===== src/design/hrf_pkg.sv =====
`timescale 1ns / 1ps
// ----------------------------------------------------------------------------
// hrf_pkg
// types, constants and the header name table of the http request framer
// ----------------------------------------------------------------------------
package hrf_pkg;

  localparam int unsigned LengthWidth = 32;
  localparam int unsigned ParsedLenW  = 32;

  localparam logic [3:0] NameLen = 4'd15;

  localparam logic [7:0] ChCr    = 8'h0D;
  localparam logic [7:0] ChLf    = 8'h0A;
  localparam logic [7:0] ChSpace = 8'h20;
  localparam logic [7:0] ChTab   = 8'h09;
  localparam logic [7:0] ChZero  = 8'h30;
  localparam logic [7:0] ChNine  = 8'h39;
  localparam logic [7:0] ChUpA   = 8'h41;
  localparam logic [7:0] ChUpZ   = 8'h5A;
  localparam logic [7:0] CaseOfs = 8'h20;

  typedef enum logic [1:0] {
    PhName,
    PhBlank,
    PhDigits,
    PhIgnore
  } phase_e;

  typedef enum logic [1:0] {
    CrlfNone,
    CrlfCr,
    CrlfCrLf,
    CrlfCrLfCr
  } crlf_e;

  typedef struct packed {
    logic                  header_end;
    logic                  message_end;
    logic [ParsedLenW-1:0] parsed_length;
    logic                  length_saturated;
  } result_t;

  // lower-case "content-length:"
  function automatic logic [7:0] key_char(input logic [3:0] idx);
    logic [7:0] ch;
    unique case (idx)
      4'd0:    ch = 8'h63;
      4'd1:    ch = 8'h6F;
      4'd2:    ch = 8'h6E;
      4'd3:    ch = 8'h74;
      4'd4:    ch = 8'h65;
      4'd5:    ch = 8'h6E;
      4'd6:    ch = 8'h74;
      4'd7:    ch = 8'h2D;
      4'd8:    ch = 8'h6C;
      4'd9:    ch = 8'h65;
      4'd10:   ch = 8'h6E;
      4'd11:   ch = 8'h67;
      4'd12:   ch = 8'h74;
      4'd13:   ch = 8'h68;
      4'd14:   ch = 8'h3A;
      default: ch = 8'h00;
    endcase
    return ch;
  endfunction

endpackage


===== src/design/hrf_stream_if.sv =====
`timescale 1ns / 1ps
// ----------------------------------------------------------------------------
// hrf_stream_if
// valid/ready channel carrying one request or one result
// ----------------------------------------------------------------------------
interface hrf_stream_if #(
  parameter type payload_t = logic [7:0]
) ();

  logic     valid;
  logic     ready;
  payload_t data;

  modport source (output valid, output data, input ready);
  modport sink   (input valid, input data, output ready);

endinterface


===== src/design/hrf_in_stage.sv =====
`timescale 1ns / 1ps
// ----------------------------------------------------------------------------
// hrf_in_stage
// input register holding the next request byte
// ----------------------------------------------------------------------------
module hrf_in_stage (
  input  logic       clk_i,
  input  logic       rst_ni,
  input  logic       in_valid_i,
  input  logic [7:0] in_data_i,
  output logic       in_ready_o,
  input  logic       adv_i,
  output logic       move_o,
  output logic [7:0] byte_o
);

  logic       valid_q;
  logic [7:0] byte_q;
  logic       load;

  assign move_o     = valid_q & adv_i;
  assign in_ready_o = ~valid_q | adv_i;
  assign load       = in_valid_i & in_ready_o;
  assign byte_o     = byte_q;

  always_ff @(posedge clk_i or negedge rst_ni) begin
    if (!rst_ni) begin
      valid_q <= 1'b0;
    end else if (load) begin
      valid_q <= 1'b1;
    end else if (move_o) begin
      valid_q <= 1'b0;
    end
  end

  always_ff @(posedge clk_i) begin
    if (load) begin
      byte_q <= in_data_i;
    end
  end

endmodule


===== src/design/hrf_parser.sv =====
`timescale 1ns / 1ps
// ----------------------------------------------------------------------------
// hrf_parser
// header scan, content-length decode and body count for one byte
// ----------------------------------------------------------------------------
module hrf_parser #(
  parameter int unsigned LENGTH_WIDTH = hrf_pkg::LengthWidth
) (
  input  logic             clk_i,
  input  logic             rst_ni,
  input  logic             move_i,
  input  logic [7:0]       byte_i,
  output hrf_pkg::result_t res_o
);

  import hrf_pkg::*;

  localparam int unsigned ProdW = LENGTH_WIDTH + 4;

  crlf_e                   crlf_q, crlf_d;
  phase_e                  phase_q, phase_d;
  logic [3:0]              cnt_q, cnt_d, cnt_inc;
  logic                    seen_q, seen_d;
  logic [LENGTH_WIDTH-1:0] len_q, len_d;
  logic                    ovf_q, ovf_d;
  logic                    body_on_q, body_on_d;
  logic [LENGTH_WIDTH-1:0] body_q, body_d;

  logic                    is_digit;
  logic [7:0]              lc;
  logic [ProdW-1:0]        prod;
  logic                    add_ovf;
  logic [LENGTH_WIDTH-1:0] add_val;
  logic                    he, me;
  logic                    eol_hit;

  assign is_digit = (byte_i >= ChZero) && (byte_i <= ChNine);
  assign lc       = ((byte_i >= ChUpA) && (byte_i <= ChUpZ)) ? byte_i + CaseOfs : byte_i;
  assign cnt_inc  = cnt_q + 4'd1;

  // len*10 + digit, wide enough to see a carry past the length width
  assign prod    = ProdW'({len_q, 3'b000}) + ProdW'({len_q, 1'b0})
                 + ProdW'(byte_i[3:0]);
  assign add_ovf = ovf_q | (prod[ProdW-1:LENGTH_WIDTH] != 4'd0);
  assign add_val = add_ovf ? '1 : prod[LENGTH_WIDTH-1:0];

  assign eol_hit = (byte_i == ChLf) && ((crlf_q == CrlfCr) || (crlf_q == CrlfCrLfCr));

  always_comb begin
    crlf_d    = crlf_q;
    phase_d   = phase_q;
    cnt_d     = cnt_q;
    seen_d    = seen_q;
    len_d     = len_q;
    ovf_d     = ovf_q;
    body_on_d = body_on_q;
    body_d    = body_q;
    he        = 1'b0;
    me        = 1'b0;

    if (body_on_q) begin
      body_d = body_q + LENGTH_WIDTH'(1);
      me     = (body_d == len_q);
    end else begin
      unique case (phase_q)
        PhName: begin
          if (seen_q || (cnt_q >= NameLen) || (lc != key_char(cnt_q))) begin
            phase_d = PhIgnore;
          end else begin
            cnt_d = cnt_inc;
            if (cnt_inc == NameLen) begin
              seen_d  = 1'b1;
              len_d   = '0;
              phase_d = PhBlank;
            end
          end
        end
        PhBlank: begin
          if ((byte_i == ChSpace) || (byte_i == ChTab)) begin
            phase_d = PhBlank;
          end else if (is_digit) begin
            len_d   = add_val;
            ovf_d   = add_ovf;
            phase_d = PhDigits;
          end else begin
            phase_d = PhIgnore;
          end
        end
        PhDigits: begin
          if (is_digit) begin
            len_d = add_val;
            ovf_d = add_ovf;
          end else begin
            phase_d = PhIgnore;
          end
        end
        default: phase_d = PhIgnore;
      endcase

      if (eol_hit) begin
        phase_d = PhName;
        cnt_d   = 4'd0;
      end

      if ((crlf_q == CrlfCrLfCr) && (byte_i == ChLf)) begin
        he     = 1'b1;
        crlf_d = CrlfNone;
      end else if ((crlf_q == CrlfNone) && (byte_i == ChCr)) begin
        crlf_d = CrlfCr;
      end else if ((crlf_q == CrlfCrLf) && (byte_i == ChCr)) begin
        crlf_d = CrlfCrLfCr;
      end else if ((crlf_q == CrlfCr) && (byte_i == ChLf)) begin
        crlf_d = CrlfCrLf;
      end else begin
        crlf_d = (byte_i == ChCr) ? CrlfCr : CrlfNone;
      end

      if (he) begin
        body_on_d = 1'b1;
        body_d    = '0;
        me        = (len_d == '0);
      end
    end

    res_o.header_end       = he;
    res_o.message_end      = me;
    res_o.parsed_length    = ParsedLenW'(len_d);
    res_o.length_saturated = ovf_d;

    // message done: back to the reset state
    if (me) begin
      crlf_d    = CrlfNone;
      phase_d   = PhName;
      cnt_d     = 4'd0;
      seen_d    = 1'b0;
      len_d     = '0;
      ovf_d     = 1'b0;
      body_on_d = 1'b0;
      body_d    = '0;
    end
  end

  always_ff @(posedge clk_i or negedge rst_ni) begin
    if (!rst_ni) begin
      crlf_q    <= CrlfNone;
      phase_q   <= PhName;
      cnt_q     <= 4'd0;
      seen_q    <= 1'b0;
      len_q     <= '0;
      ovf_q     <= 1'b0;
      body_on_q <= 1'b0;
      body_q    <= '0;
    end else if (move_i) begin
      crlf_q    <= crlf_d;
      phase_q   <= phase_d;
      cnt_q     <= cnt_d;
      seen_q    <= seen_d;
      len_q     <= len_d;
      ovf_q     <= ovf_d;
      body_on_q <= body_on_d;
      body_q    <= body_d;
    end
  end

endmodule


===== src/design/hrf_out_stage.sv =====
`timescale 1ns / 1ps
// ----------------------------------------------------------------------------
// hrf_out_stage
// result register between the parser and the result channel
// ----------------------------------------------------------------------------
module hrf_out_stage (
  input  logic             clk_i,
  input  logic             rst_ni,
  input  logic             move_i,
  input  hrf_pkg::result_t res_i,
  output logic             adv_o,
  output logic             out_valid_o,
  input  logic             out_ready_i,
  output hrf_pkg::result_t out_data_o
);

  import hrf_pkg::*;

  logic    valid_q;
  result_t res_q;

  assign adv_o       = ~valid_q | out_ready_i;
  assign out_valid_o = valid_q;
  assign out_data_o  = res_q;

  always_ff @(posedge clk_i or negedge rst_ni) begin
    if (!rst_ni) begin
      valid_q <= 1'b0;
    end else if (adv_o) begin
      valid_q <= move_i;
    end
  end

  always_ff @(posedge clk_i) begin
    if (move_i) begin
      res_q <= res_i;
    end
  end

endmodule


===== src/design/http_request_framer_unit.sv =====
`timescale 1ns / 1ps
// ----------------------------------------------------------------------------
// http_request_framer_unit
// frames an http request by header terminator and content-length
// path: a request byte is registered in the input stage, then its result in the output stage
// throughput: one request per cycle while the result channel does not stall
// reset: asynchronous, clears both register valids and all parser state
// ----------------------------------------------------------------------------
module http_request_framer_unit #(
  parameter int unsigned LENGTH_WIDTH = hrf_pkg::LengthWidth
) (
  input logic         clk_i,
  input logic         rst_ni,
  hrf_stream_if.sink   in_i,
  hrf_stream_if.source out_o
);

  import hrf_pkg::*;

  logic       adv;
  logic       move;
  logic       in_ready;
  logic [7:0] cur_byte;
  result_t    res;
  result_t    out_data;
  logic       out_valid;

  assign in_i.ready  = in_ready;
  assign out_o.valid = out_valid;
  assign out_o.data  = out_data;

  hrf_in_stage u_in_stage (
    .clk_i      (clk_i),
    .rst_ni     (rst_ni),
    .in_valid_i (in_i.valid),
    .in_data_i  (in_i.data),
    .in_ready_o (in_ready),
    .adv_i      (adv),
    .move_o     (move),
    .byte_o     (cur_byte)
  );

  hrf_parser #(
    .LENGTH_WIDTH (LENGTH_WIDTH)
  ) u_parser (
    .clk_i  (clk_i),
    .rst_ni (rst_ni),
    .move_i (move),
    .byte_i (cur_byte),
    .res_o  (res)
  );

  hrf_out_stage u_out_stage (
    .clk_i       (clk_i),
    .rst_ni      (rst_ni),
    .move_i      (move),
    .res_i       (res),
    .adv_o       (adv),
    .out_valid_o (out_valid),
    .out_ready_i (out_o.ready),
    .out_data_o  (out_data)
  );

endmodule


===== src/flat_wrapper.sv =====
// flat-port wrapper written by rule: the top's interface ports become plain ports
module http_request_framer_unit_flat import hrf_pkg::*;
#(
  parameter int unsigned LENGTH_WIDTH = hrf_pkg::LengthWidth
)
  (clk_i, rst_ni, in_i_valid, in_i_data, in_i_ready, out_o_valid, out_o_data, out_o_ready);
  hrf_stream_if in_i_i ();
  hrf_stream_if out_o_i ();
  input logic clk_i;
  input logic rst_ni;
  input wire logic [$bits(in_i_i.valid)-1:0] in_i_valid;
  input wire logic [$bits(in_i_i.data)-1:0] in_i_data;
  output wire logic [$bits(in_i_i.ready)-1:0] in_i_ready;
  output wire logic [$bits(out_o_i.valid)-1:0] out_o_valid;
  output wire logic [$bits(out_o_i.data)-1:0] out_o_data;
  input wire logic [$bits(out_o_i.ready)-1:0] out_o_ready;
  assign in_i_i.valid = in_i_valid;
  assign in_i_i.data = in_i_data;
  assign in_i_ready = in_i_i.ready;
  assign out_o_valid = out_o_i.valid;
  assign out_o_data = out_o_i.data;
  assign out_o_i.ready = out_o_ready;
  http_request_framer_unit #(.LENGTH_WIDTH(LENGTH_WIDTH)) u_core (.clk_i(clk_i), .rst_ni(rst_ni), .in_i(in_i_i), .out_o(out_o_i));
endmodule

===== config.mk =====
export PLATFORM = sky130hd
export DESIGN_NAME = http_request_framer_unit_flat
export DESIGN_NICKNAME = d
export VERILOG_FILES = /design/src/design/hrf_pkg.sv /design/src/design/hrf_stream_if.sv /design/src/design/hrf_in_stage.sv /design/src/design/hrf_parser.sv /design/src/design/hrf_out_stage.sv /design/src/design/http_request_framer_unit.sv /design/src/flat_wrapper.sv
export SDC_FILE = /design/constraint.sdc
export NUM_CORES = 1
export LEC_CHECK = 0
export ABC_AREA = 1
export BUFFER_PORTS_ARGS = -buffer_cell sky130_fd_sc_hd__buf_2
export CAP_MARGIN = 25
export CORE_ASPECT_RATIO = 2
export CORE_UTILIZATION = 50
export CTS_CLUSTER_SIZE = 14
export DETAILED_ROUTE_END_ITERATION = 6
export HOLD_SLACK_MARGIN = 0.06
export PLACE_DENSITY = 0.68
export REMOVE_ABC_BUFFERS = 1
export SETUP_SLACK_MARGIN = 0.4
export SYNTH_ARGS = -nofsm -noshare
export SYNTH_HDL_FRONTEND = slang
export SYNTH_SLANG_ARGS = --single-unit

===== constraint.sdc =====
create_clock -name clk_i -period 3.8 [get_ports clk_i]
set_clock_uncertainty 0.05 [all_clocks]
set_input_delay 0.76 -clock clk_i [delete_from_list [all_inputs] [get_ports clk_i]]
set_output_delay 0.76 -clock clk_i [all_outputs]
set_load 0.02 [all_outputs]

After elaboration in Yosys (flattened, before gate mapping). Memory sizes are Yosys's and may differ from the RTL's. Cells that the tools add are included.

Output and inout bits: 10. Bits of input ports: 12. Memories: 1. Bits in registers: 93. Bits in read-only memories: 112. Word-level logic and storage cells: 128.

Memory list: (no name shown) (words 16, width 7, rd ports 1, clocked after memory_dff 0, write ports 0, RTL line hrf_pkg.sv:47) `unique case (idx)`.

Bitwise operators: 7. $lt $le $gt $ge: 5. Eq/ne operators: 17. Add/subtract/negate cells: 5. Multiplexer cells: 55. Reductions and logical operators: 25.

Operator list (count): two-way mux 32 bit (11); one-hot mux 32 bit (3 select lines) (1); adder 35 x 33 -> 36 bit (1); adder 36 x 4 -> 36 bit (1); adder 32 x 1 -> 32 bit, second input constant (1); equality test 32 bit (1); logical NOT 32 bit (1); two-way mux 2 bit (13); equality test 8 x 4 -> 1 bit, second input constant (3); two-way mux 8 bit (3); two-way mux 1 bit (20); two-way mux 4 bit (5); adder 8 x 6 -> 8 bit, second input constant (1); equality test 8 x 6 -> 1 bit, second input constant (1); >= comparator 8 x 6 -> 1 bit, second input constant (1); >= comparator 8 x 7 -> 1 bit, second input constant (1); <= comparator 8 x 6 -> 1 bit, second input constant (1); <= comparator 8 x 7 -> 1 bit, second input constant (1); != test 8 bit (1); AND reduction 4 bit (2); logical AND 1 bit (7); equality test 2 bit, second input constant (3); one-hot mux 2 bit (3 select lines) (1); nonzero test 2 bit (3); 19 further kinds (30).

Depth between registers and ports, before layout.
Depth after elaboration: 14. Depth in mapped cells: 35. Mapped depth without buffers: 34.

Modules after synthesis. Synthesis repeated with hierarchy kept, for this count alone.

Cells, all modules: 1685. Area, all modules: 11248.3 um^2.

Modules (own cells, without submodules): hrf_parser (instances 1, sequential area each 1876.8 um^2, cells each 1629, area an instance 9859.5 um^2); hrf_out_stage (instances 1, sequential area each 1076.0 um^2, cells each 40, area an instance 1096.1 um^2); hrf_in_stage (instances 1, sequential area each 265.3 um^2, cells each 16, area an instance 292.8 um^2).

Least setup slack after synthesis. Ideal clock, no wire load.

Path type: reg2reg. Start: register u_core.u_parser.len_q[0]. End: register u_core.u_parser.len_q[0]. Data arrival time: 3.685 ns. Clock period less this slack: 3.880 ns. Buffers on the path: 2. Data required time: 3.605 ns. Setup time: 0.145 ns. Cell stages (with the launch flop): 32. Path slack: -0.080 ns. Cell sequence: dfrtp_1 > fa_1 > inv_1 > fa_1 > inv_1 > nand2_1 > nand2_1 > nand3_1 > nand2_1 > nand2_1 > nand2_1 > nand2_1 > nand2_1 > nand2_1 > nand2_1 > nand2_1 > nor2_4 > buf_4 > nand2_1 > o21bai_1 > nand2_1 > nand2_1 > nand2_1 > nor2_1 > nand2_1 > nor3_1 > nand2_1 > nand2_2 > nand2_4 > buf_6 > nand3_1 > o21ai_0.

Longest elaborated chain between the ends: 13. Elaborated cells on any way between the ends: 17. Those cells by class: add/sub: 2; eq/ne: 1; mux: 11; bitwise: 1; reduce/logical: 2.

RTL lines: from (decl) (RTL line hrf_parser.sv:24) `logic [LENGTH_WIDTH-1:0] len_q, len_d;`; from (signal assigned) (RTL line hrf_parser.sv:158) `len_q <= len_d;`; adder 35 x 33 -> 36 bit (RTL line hrf_parser.sv:42) `assign prod = ProdW'({len_q, 3'b000}) + ProdW'({len_q, 1'b0})`; adder 36 x 4 -> 36 bit (RTL line hrf_parser.sv:43) `+ ProdW'(byte_i[3:0]);`; nonzero test 4 bit (RTL line hrf_parser.sv:44) `assign add_ovf = ovf_q | (prod[ProdW-1:LENGTH_WIDTH] != 4'd0);`; OR 1 bit (RTL line hrf_parser.sv:44); two-way mux 32 bit (RTL line hrf_parser.sv:45) `assign add_val = add_ovf ? '1 : prod[LENGTH_WIDTH-1:0];`; two-way mux 32 bit (RTL line hrf_parser.sv:81, hrf_parser.sv:90); two-way mux 32 bit (RTL line hrf_parser.sv:79) `if ((byte_i == ChSpace) || (byte_i == ChTab)) begin`; one-hot mux 32 bit (3 select lines) (RTL line hrf_parser.sv:65) `unique case (phase_q)`; two-way mux 32 bit (RTL line hrf_parser.sv:61) `if (body_on_q) begin`; logical NOT 32 bit (RTL line hrf_parser.sv:121) `me = (len_d == '0);`; two-way mux 1 bit (RTL line hrf_parser.sv:118) `if (he) begin`; two-way mux 1 bit (RTL line hrf_parser.sv:61); two-way mux 32 bit (*) (RTL line hrf_parser.sv:131) `if (me) begin`.

Every way passes the cells marked *; elsewhere a longest branch is shown, timed or not. The select of a mux whose other input is x is not followed. A chain may end at the register's enable or synchronous reset.

Final worst setup path.
Start: register u_core.u_parser.len_q[2]. End: register u_core.u_parser.len_q[5].

The elaborated chain is that of the path after synthesis.

==> reports/qor.csv <==
metric,value,unit
status,"complete, but fails checks",
violations,negative setup slack,
post_drt_wl_per_cell,18.72,um
ys_types,46,
drtPass1Iterations,6,
synth-edff-count,16,
diodes,0,
peakVddDrop,0.7003,mV
gp_congestion,0.9514,
clkLatencyLatePin,0.37,ns
post-route-period-util,1.129,
areaGrowthSynthToFinish,34.44,%
grt_pass1_wl,54.99,mm
finalWorstSetupSlack,-0.4885,ns
tightest_slew,0.8290,ns
synth_area,9980,um2
r2r_slack,-0.49,ns
maxCapViolCount,0,
cp_max_fo,8,
finalWirelength,37.77,mm
layout_commonest_cell,nand2_1,
yosys_warnings,0,
drtIter0Drc,882,
grt_pass1_vias,11150,
grt_overflow,0,
vias_per_cell,5.739,
max_freq,233.2,MHz
rr_worst_depth,31,
core,19460,um2
seqPwrFrac,0.152,
path_class,reg2reg,
ioPinCount,22,
fin_area,13420,um2
cts_buffers,9,
r2r_start,u_core.u_parser.len_q[2],
grt_max_degree,40,
hp-class,in2async,
leakagePower,6.919,nW
stdcell_count,2018,
start_util,0.5129,
cts-hold-fix-buffers,0,
fp.dieH,201.8,um
pwr-share-comb,0.772,
num_vias,11580,
min_period,4.288,ns
critPathSlowestCell,fa_1,
placementRows,72,
rsz0062_at_grt,yes,
postSynthAreaPerCell,6.385,um2
ant_nets,0,
place_area,11370,um2
pre_cts_slack,-0.6108,ns
die_area,20560,um2
power.switching,6.040,mW
switching_share,0.5113,
dp_hpwl,25.66,mm
utilization,0.6895,
drc,0,
worst_setup_path_end_kind,register,
r2r-end,u_core.u_parser.len_q[5],
hold_violations,0,
slowest_delay,0.58,ns
clk_pin_slew,0.08,ns
finalMaxSlewViolations,0,
antenna_found_initial,0,
final_cell_mix,"409 x nand2_1, 228 x inv_1, 166 x buf_4",
ys_async_sr_fraction,0.8280,
worstPathRequired,3.97,ns
power.internal,5.772,mW
port_buffers,21,
startpoint_type,register,
cts_tree,done,
synthFlopType,dfrtp_1,
fp.dieW,101.9,um
cts_root_buffer,clkbuf_16,
track_usage,0.3521,
cts_num_sinks,93,
h-tree-depth,3,
cpMostUsedCell,nand2_1,
layout-drive-gt1-share,0.2723,
slew_headroom,0.4474,
clock_path_buffers,2,
ys_seq_area_frac,0.2412,
dp_cells,1942,
power,11.81,mW
postSynthCellCount,1563,
fin_nets,1844,
arrival,4.46,ns
pwr_density_cell,880.4,nW/um2
finalSetupViolations,19,
ys_ff_latch,93,
clockPowerShare,0.077,
-- power groups by stage --
stage | Sequential, mW | Clock, mW | Combinational, mW
2_1_floorplan | 1.84 | 0 | 3.91
3_3_place_gp | 1.77 | 0 | 6.80
3_5_place_dp | 1.77 | 0 | 6.90
4_1_cts | 1.76 | 0.902 | 7.85
5_1_grt | 1.81 | 0.946 | 9.79
6_report | 1.79 | 0.908 | 9.11
-- synth_stat cells, drive strengths merged (19+ instances only) --
master / instances / area, um2
o22ai: 20 / 125.1
inv: 237 / 889.6
o31ai: 24 / 215.2
a21oi: 76 / 384.1
xor2: 63 / 551.8
buf: 19 / 122.6
nand3: 128 / 670.7
dfrtp: 77 / 1927
nor3: 26 / 163.9
nand2: 493 / 1888
clkbuf: 34 / 127.6
ha: 76 / 950.9
o21ai: 107 / 539.3
nor2: 91 / 376.6
-- flip-flops by register name (all words and copies together), names as in the netlist --
name                            count
u_core.u_parser.ovf_q               1
u_core.u_parser.body_on_q           1
u_core.u_in_stage.byte_o            8
u_core.u_parser.seen_q              1
u_core.u_out_stage.out_data_o       8
u_core.u_parser.phase_q             2
u_core.u_out_stage.out_valid_o      1
u_core.u_parser.crlf_q              2
u_core.u_parser.cnt_q               4
u_core.u_parser.len_q              32
u_core.u_in_stage.valid_q           1
u_core.u_parser.body_q             32
-- per-stage QoR --
stage | hold slack [ns] | TNS [ns]
2_1_floorplan | 0.4144 | -4.632
3_3_place_gp | 0.4591 | -7.148
3_5_place_dp | 0.4661 | -8.891
4_1_cts | 0.3417 | -4.824
5_1_grt | 0.3577 | -11.61
6_report | 0.3313 | -8.219
-- kinds of logic (layout without fill, tap and decap cells) --
kind of cell	after synthesis	in the layout	synth area share
buffers and inverters	292	487	0.1150
AOI/OAI and AO/OA	249	249	0.1423
and+or+nand+nor	772	773	0.3321
adders and majority gates	78	78	0.09930
xor gates and xnor gates	79	79	0.07009
DFF	93	93	0.2412
-- layer usage --
metal	GRT usage	share of wire	wire [um]
met3	0.03942	0.063	2392
met1	0.3441	0.32	12020
met4	0.3265	0.11	4206
met5	0	0	0
met2	0.6243	0.51	19160
-- worst max path at each step --
stage	slack, ns	from	end
detailed placement	-0.61	u_core.u_parser.len_q[0]	u_core.u_parser.cnt_q[1]
floorplan	-0.33	u_core.u_parser.len_q[0]	u_core.u_parser.cnt_q[1]
global route	-0.66	u_core.u_in_stage.byte_o[3]	u_core.u_parser.phase_q[1]
global placement	-0.50	u_core.u_parser.len_q[0]	u_core.u_parser.cnt_q[2]
CTS	-0.30	u_core.u_in_stage.byte_o[3]	u_core.u_parser.cnt_q[1]
finish	-0.49	u_core.u_parser.len_q[2]	u_core.u_parser.len_q[5]
-- area by class of cell --
cell class / count / area (um2)
multi-input cells: 1179 / 7390
fillers: 1654 / 6042
flip-flops and latches: 93 / 2414
repair buffers: 232 / 2100
inverters: 239 / 910.9
well taps: 259 / 324.1
clock buffers: 9 / 225.2
clock inverters: 7 / 53.80
-- worst max-delay path: cells and delay by family, from the launching register on --
kind                     cells  cell delay [ns]
buffers and inverters        6             0.63
adder cells (fa/ha/maj)      2             0.97
AO/OA/AOI/OAI                1             0.07
AND/OR/NAND/NOR             22             2.03
flip-flops                   1             0.40
-- what timing repair did --
action                     4_1_cts  5_1_grt
setup endpoints to repair       81       82
gates resized for setup         95      190
setup buffers                   29       17
pin swaps                       43       61
gates cloned                     3       11
Power figures use the tool's default switching activity.
